<file path="src/lprc_pkg.sv">
package lprc_pkg;

  localparam int TRIG_FRAC_BITS = 16;
  localparam int TRIG_SHIFT = 30 - TRIG_FRAC_BITS;
  localparam int MAX_DATAGRAM_BYTES = 1400;
  localparam int LAST_TERM = 5;

  localparam logic [10:0] MAX_BYTES = 11'(MAX_DATAGRAM_BYTES);
  localparam logic [10:0] HDR_BYTES = 11'd36;
  // radians per hundredth of a degree, q.40
  localparam logic [27:0] RAD_PER_CDEG = 28'd191900981;
  localparam logic [16:0] FULL_TURN = 17'd36000;
  localparam logic [16:0] QUARTER_TURN = 17'd9000;
  localparam logic [16:0] HALF_TURN = 17'd18000;
  localparam logic [16:0] THREE_QUARTER = 17'd27000;

  localparam logic [1:0] FMT_NONE = 2'd0;
  localparam logic [1:0] FMT_CART32 = 2'd1;
  localparam logic [1:0] FMT_CART16 = 2'd2;
  localparam logic [1:0] FMT_SPH = 2'd3;

  typedef enum logic [4:0] {
    OP_NONE, OP_HEADER, OP_POINT, OP_ANGLE, OP_MUL_X, OP_SET_X, OP_MUL_X2, OP_SET_X2,
    OP_MUL_T, OP_MUL_RECIP, OP_MUL_QD, OP_FIX, OP_TRIG, OP_MUL_R, OP_SET_R,
    OP_MUL_XO, OP_SET_XO, OP_MUL_YO, OP_SET_YO, OP_MUL_ZO, OP_SET_ZO, OP_TIME, OP_EMIT
  } op_t;

  typedef struct packed {
    op_t        op;
    logic [2:0] k;
    logic [1:0] ti;
  } cmd_t;

  typedef struct packed {
    logic result_go;
    logic spherical;
  } status_t;

  // taylor term divisors (2k+2)(2k+3)
  function automatic logic [7:0] series_div(input logic [2:0] k);
    logic [7:0] d;
    case (k)
      3'd0: d = 8'd6;
      3'd1: d = 8'd20;
      3'd2: d = 8'd42;
      3'd3: d = 8'd72;
      3'd4: d = 8'd110;
      3'd5: d = 8'd156;
      default: d = 8'd6;
    endcase
    return d;
  endfunction

  // floor(2^s / d) with s = 32 + floor(log2 d)
  function automatic logic [31:0] series_recip(input logic [2:0] k);
    logic [31:0] m;
    case (k)
      3'd0: m = 32'd2863311530;
      3'd1: m = 32'd3435973836;
      3'd2: m = 32'd3272356035;
      3'd3: m = 32'd3817748707;
      3'd4: m = 32'd2498890063;
      3'd5: m = 32'd3524075730;
      default: m = 32'd2863311530;
    endcase
    return m;
  endfunction

  function automatic logic [5:0] series_shift(input logic [2:0] k);
    logic [5:0] s;
    case (k)
      3'd0: s = 6'd34;
      3'd1: s = 6'd36;
      3'd2: s = 6'd37;
      3'd3: s = 6'd38;
      3'd4: s = 6'd38;
      3'd5: s = 6'd39;
      default: s = 6'd34;
    endcase
    return s;
  endfunction

endpackage

</file>
<file path="src/lprc_ctrl.sv">
module lprc_ctrl
  import lprc_pkg::*;
(
  input  logic    clk,
  input  logic    rst,
  input  logic    s_tvalid,
  input  logic    kind,
  input  logic    m_tready,
  input  status_t status,
  output logic    s_tready,
  output logic    m_tvalid,
  output cmd_t    cmd
);

  typedef enum logic [4:0] {
    ST_IDLE, ST_ANGLE, ST_MUL_X, ST_SET_X, ST_MUL_X2, ST_SET_X2, ST_MUL_T, ST_MUL_RECIP,
    ST_MUL_QD, ST_FIX, ST_TRIG, ST_MUL_R, ST_SET_R, ST_MUL_XO, ST_SET_XO, ST_MUL_YO,
    ST_SET_YO, ST_MUL_ZO, ST_SET_ZO, ST_TIME, ST_DONE
  } state_t;

  state_t     state;
  logic [2:0] k;
  logic [1:0] ti;
  logic       out_valid;
  logic       emit_ok;

  assign s_tready = (state == ST_IDLE);
  assign m_tvalid = out_valid;
  assign emit_ok = !out_valid || m_tready;
  assign cmd.k = k;
  assign cmd.ti = ti;

  always_comb begin
    case (state)
      ST_IDLE:      cmd.op = s_tvalid ? (kind ? OP_POINT : OP_HEADER) : OP_NONE;
      ST_ANGLE:     cmd.op = OP_ANGLE;
      ST_MUL_X:     cmd.op = OP_MUL_X;
      ST_SET_X:     cmd.op = OP_SET_X;
      ST_MUL_X2:    cmd.op = OP_MUL_X2;
      ST_SET_X2:    cmd.op = OP_SET_X2;
      ST_MUL_T:     cmd.op = OP_MUL_T;
      ST_MUL_RECIP: cmd.op = OP_MUL_RECIP;
      ST_MUL_QD:    cmd.op = OP_MUL_QD;
      ST_FIX:       cmd.op = OP_FIX;
      ST_TRIG:      cmd.op = OP_TRIG;
      ST_MUL_R:     cmd.op = OP_MUL_R;
      ST_SET_R:     cmd.op = OP_SET_R;
      ST_MUL_XO:    cmd.op = OP_MUL_XO;
      ST_SET_XO:    cmd.op = OP_SET_XO;
      ST_MUL_YO:    cmd.op = OP_MUL_YO;
      ST_SET_YO:    cmd.op = OP_SET_YO;
      ST_MUL_ZO:    cmd.op = OP_MUL_ZO;
      ST_SET_ZO:    cmd.op = OP_SET_ZO;
      ST_TIME:      cmd.op = OP_TIME;
      ST_DONE:      cmd.op = emit_ok ? OP_EMIT : OP_NONE;
      default:      cmd.op = OP_NONE;
    endcase
  end

  always_ff @(posedge clk) begin
    if (rst) begin
      state <= ST_IDLE;
      k <= '0;
      ti <= '0;
      out_valid <= 1'b0;
    end else begin
      if (state == ST_DONE && emit_ok) begin
        out_valid <= 1'b1;
      end else if (m_tready) begin
        out_valid <= 1'b0;
      end
      case (state)
        ST_IDLE: begin
          if (s_tvalid && kind && status.result_go) begin
            state <= status.spherical ? ST_ANGLE : ST_TIME;
            ti <= '0;
          end
        end
        ST_ANGLE:     state <= ST_MUL_X;
        ST_MUL_X:     state <= ST_SET_X;
        ST_SET_X:     state <= ST_MUL_X2;
        ST_MUL_X2:    state <= ST_SET_X2;
        ST_SET_X2: begin
          state <= ST_MUL_T;
          k <= '0;
        end
        ST_MUL_T:     state <= ST_MUL_RECIP;
        ST_MUL_RECIP: state <= ST_MUL_QD;
        ST_MUL_QD:    state <= ST_FIX;
        ST_FIX: begin
          if (k == 3'(LAST_TERM)) begin
            state <= ST_TRIG;
          end else begin
            k <= k + 3'd1;
            state <= ST_MUL_T;
          end
        end
        ST_TRIG: begin
          if (ti == 2'd3) begin
            state <= ST_MUL_R;
          end else begin
            ti <= ti + 2'd1;
            state <= ST_ANGLE;
          end
        end
        ST_MUL_R:     state <= ST_SET_R;
        ST_SET_R:     state <= ST_MUL_XO;
        ST_MUL_XO:    state <= ST_SET_XO;
        ST_SET_XO:    state <= ST_MUL_YO;
        ST_MUL_YO:    state <= ST_SET_YO;
        ST_SET_YO:    state <= ST_MUL_ZO;
        ST_MUL_ZO:    state <= ST_SET_ZO;
        ST_SET_ZO:    state <= ST_TIME;
        ST_TIME:      state <= ST_DONE;
        ST_DONE: begin
          if (emit_ok) begin
            state <= ST_IDLE;
          end
        end
        default:      state <= ST_IDLE;
      endcase
    end
  end

endmodule

</file>
<file path="config.mk">
export PLATFORM = sky130hd
export DESIGN_NAME = lprc_ctrl
export DESIGN_NICKNAME = d
export VERILOG_FILES = /design/src/lprc_pkg.sv /design/src/lprc_ctrl.sv
export SDC_FILE = /design/constraint.sdc
export NUM_CORES = 1
export LEC_CHECK = 0
export ABC_AREA = 1
export ABC_CLOCK_PERIOD_IN_PS = 1650
export BUFFER_PORTS_ARGS = -buffer_cell sky130_fd_sc_hd__buf_2
export CELL_PAD_IN_SITES_DETAIL_PLACEMENT = 0
export CELL_PAD_IN_SITES_GLOBAL_PLACEMENT = 1
export CORE_ASPECT_RATIO = 2
export CORE_MARGIN = 5
export CORE_UTILIZATION = 35
export CTS_BUF_LIST = sky130_fd_sc_hd__clkbuf_8
export CTS_CLUSTER_SIZE = 10
export DETAILED_ROUTE_END_ITERATION = 10
export HOLD_SLACK_MARGIN = 0.02
export PLACE_DENSITY_LB_ADDON = 0.05
export SLEW_MARGIN = 0
export SYNTH_ARGS = -nofsm -noshare
export SYNTH_HDL_FRONTEND = slang
export SYNTH_SLANG_ARGS = --single-unit
</file>
<file path="constraint.sdc">
create_clock -name clk -period 1.65 [get_ports clk]
set_clock_uncertainty 0.15 [all_clocks]
set_input_delay 0.165 -clock clk [delete_from_list [all_inputs] [get_ports clk]]
set_output_delay 0.165 -clock clk [all_outputs]
set_load 0.02 [all_outputs]
</file>
==> results.ini <==
[logic_synthesis]
yosys_warnings = 0
synth_cell_type_count = 28
synth_seq_cells = 11
synth.avg_cell_area_um2 = 6.16
async_flop_share_pct = 0
synth-main-ff-cell = dfxtp_1
synth_area_um2 = 948
synth-edff-count = 0
syn_nets = 164
synthCells = 154
yosysSeqAreaShare_pct = 23.2

[timing]
slew_headroom_pct = 82.2
period_needed_ns = 1.77
worstMarginPinSlew_ns = 0.266
finalMaxSlewViolations = 0
setup_violations = 5
finalWorstSetupSlack_ns = -0.120
final.period_utilization_pct = 107
hold_viol_final = 0
fmaxAchievable_mhz = 565
grt_setup_unrepaired = yes
final.setup.tns_ns = -0.505

[clock_network]
clk_pin_slew_ns = 0.05
cts_sinks = 11
htreeDepth = 1
ctsLongestPathBuffers = 2
clock_latency_ns = 0.24
cts_tree = yes
cts-root-buf = clkbuf_8
cts-buffers-inserted = 3

[final_layout]
syn_to_final_growth_pct = 64.6
nFillCells = 264
multiInputGateArea_um2 = 798
final_common_cell = buf_4
regArea_um2 = 239
final_layout_size_suffix_gt1_share_pct = 49.8
nets = 216
diodes = 0
final_cell_mix = buf_4, nor2_1, nand2_1
fin_area_um2 = 1560

[worst_setup_path]
worstSetupStartpointType = register
worstPathMaxFanout = 6
setup.worst_path.end_class = primary output
crit_required_ns = 1.33
worstPathArrival_ns = 1.45
crit_type = register to primary output

[global_route]
first_global_vias = 1283
grt_max_degree = 9
gr-total-overflow = 0
antenna_found_initial = 0
grtUsageTotal_pct = 19.7
grt_pass1_wl_um = 5670

[place]
dpl.hpwl_um = 2690
gp_congestion = 0.820
placed_area_um2 = 1180
port_buffers = 18

[floorplanning]
die_area_um2 = 3910
row_count = 26
ios = 19
start_util_pct = 36.9
core-area_um2 = 2570
chipWidth_um = 46.8
die_h_um = 83.6

[drt]
wl_per_cell_um = 14.8
route.vias.total = 1223
drc = 0
postRouteAntennaNets = 0
routed-wl-met2_um = 2060
drtIter0Drc = 27
met1_length_um = 1020
maxUsedRoutingLayer = met4
drt-total-wl_um = 3450
firstDrtPassIters = 4
viasPerCell = 5.25
met3_length_um = 109

[power]
vdd_ir_drop_max_uv = 882
p_per_area_nw_per_um2 = 1590
power.leakage_uw = 0.000810

[run_status]
violations = negative setup slack
status = finished with violations

[run]
drv_cap = 0

[worst_hold_path]
hold_path.class = input port to register

## worst max-delay path, cell delays in order (launching register included)
cell and delay (ns):
dfxtp_4 0.38, nor2_4 0.21, buf_4 0.15, nand3_1 0.09, nand2_1 0.11, a21oi_1 0.05, nand4_1 0.09, buf_4 0.14
## final cells by class
| type | instances | area share, % |
|---|---|---|
| Multi-Input combinational cell | 121 | 51.1 |
| Timing Repair Buffer | 49 | 22.8 |
| Sequential cell | 11 | 15.3 |
| Inverter | 20 | 5.61 |
| Clock buffer | 3 | 2.64 |
| Tap cell | 28 | 2.24 |
| Clock inverter | 1 | 0.240 |
## worst paths after layout
| kind | startpoint | endpoint | slack [ns] | cells after the start |
|---|---|---|---|---|
| max reg2reg | state[0] | ti[0] | 0.05 | 9 |
| min reg2reg | ti[1] | ti[1] | 0.36 | 2 |
| max | state[0] | cmd[6] | -0.12 | 7 |
| min | rst | k[0] | 0.05 | 2 |
## kinds of logic after synthesis
logic type	synth area share (%)
flip-flops	23.2
AO/OA/AOI/OAI	13.5
buffers and inverters	9.10
AND/OR/NAND/NOR	50.3
adder cells (fa/ha/maj)	3.96
## through the flow
stage | cells | worst slack (ns) | util [%] | total power [µW] | hold WS, ns
after floorplan | 154 | 0.123 | - | 1270 | 0.232
after global placement | 214 | -0.107 | 46.0 | 1630 | 0.298
after detailed placement | 214 | -0.108 | 46.0 | 1650 | 0.302
after CTS | 231 | -0.124 | 57.3 | 2280 | 0.0491
after global routing | 233 | -0.210 | 60.8 | 2670 | 0.0518
final | 233 | -0.120 | 60.8 | 2480 | 0.0510
## routing by layer
metal / global-route usage, % / up-vias
met2: 34.8 / 31
met1: 16.6 / 562
met4: 17.9 / 0
met5: 0 / -
met3: 2.59 / 19
li1: - / 611
## flip-flops by register name, indices dropped and copies added, names as in the netlist
name / flops
k: 3
m_tvalid: 1
ti: 2
state: 5
## power by group
part           switching (µW)  internal (µW)
registers                 105            339
logic                     987            786
clock network             100            163
total                    1190           1290
## synth_stat cells, drive strengths merged, types with 2 or more instances
cell | n | area share, %
a21oi | 9 | 4.7
a31oi | 2 | 1.3
buf | 2 | 1.2
dfxtp | 11 | 23
ha | 3 | 4.0
inv | 20 | 7.9
nand2 | 38 | 17
nand3 | 14 | 8.4
nand3b | 2 | 1.6
nand4 | 4 | 2.6
nor2 | 33 | 17
nor3 | 3 | 1.6
o211ai | 3 | 2.4
o21ai | 4 | 2.1
or2 | 2 | 1.3
## timing repair
action                                  4_1_cts  5_1_grt
pin swaps                                    12        9
endpoints found under the setup margin        6        9
hold buffers                                  0        0
buffers inserted                             13        2
resized for setup                            51       18
No activity file was read; power rests on OpenSTA's default activity.
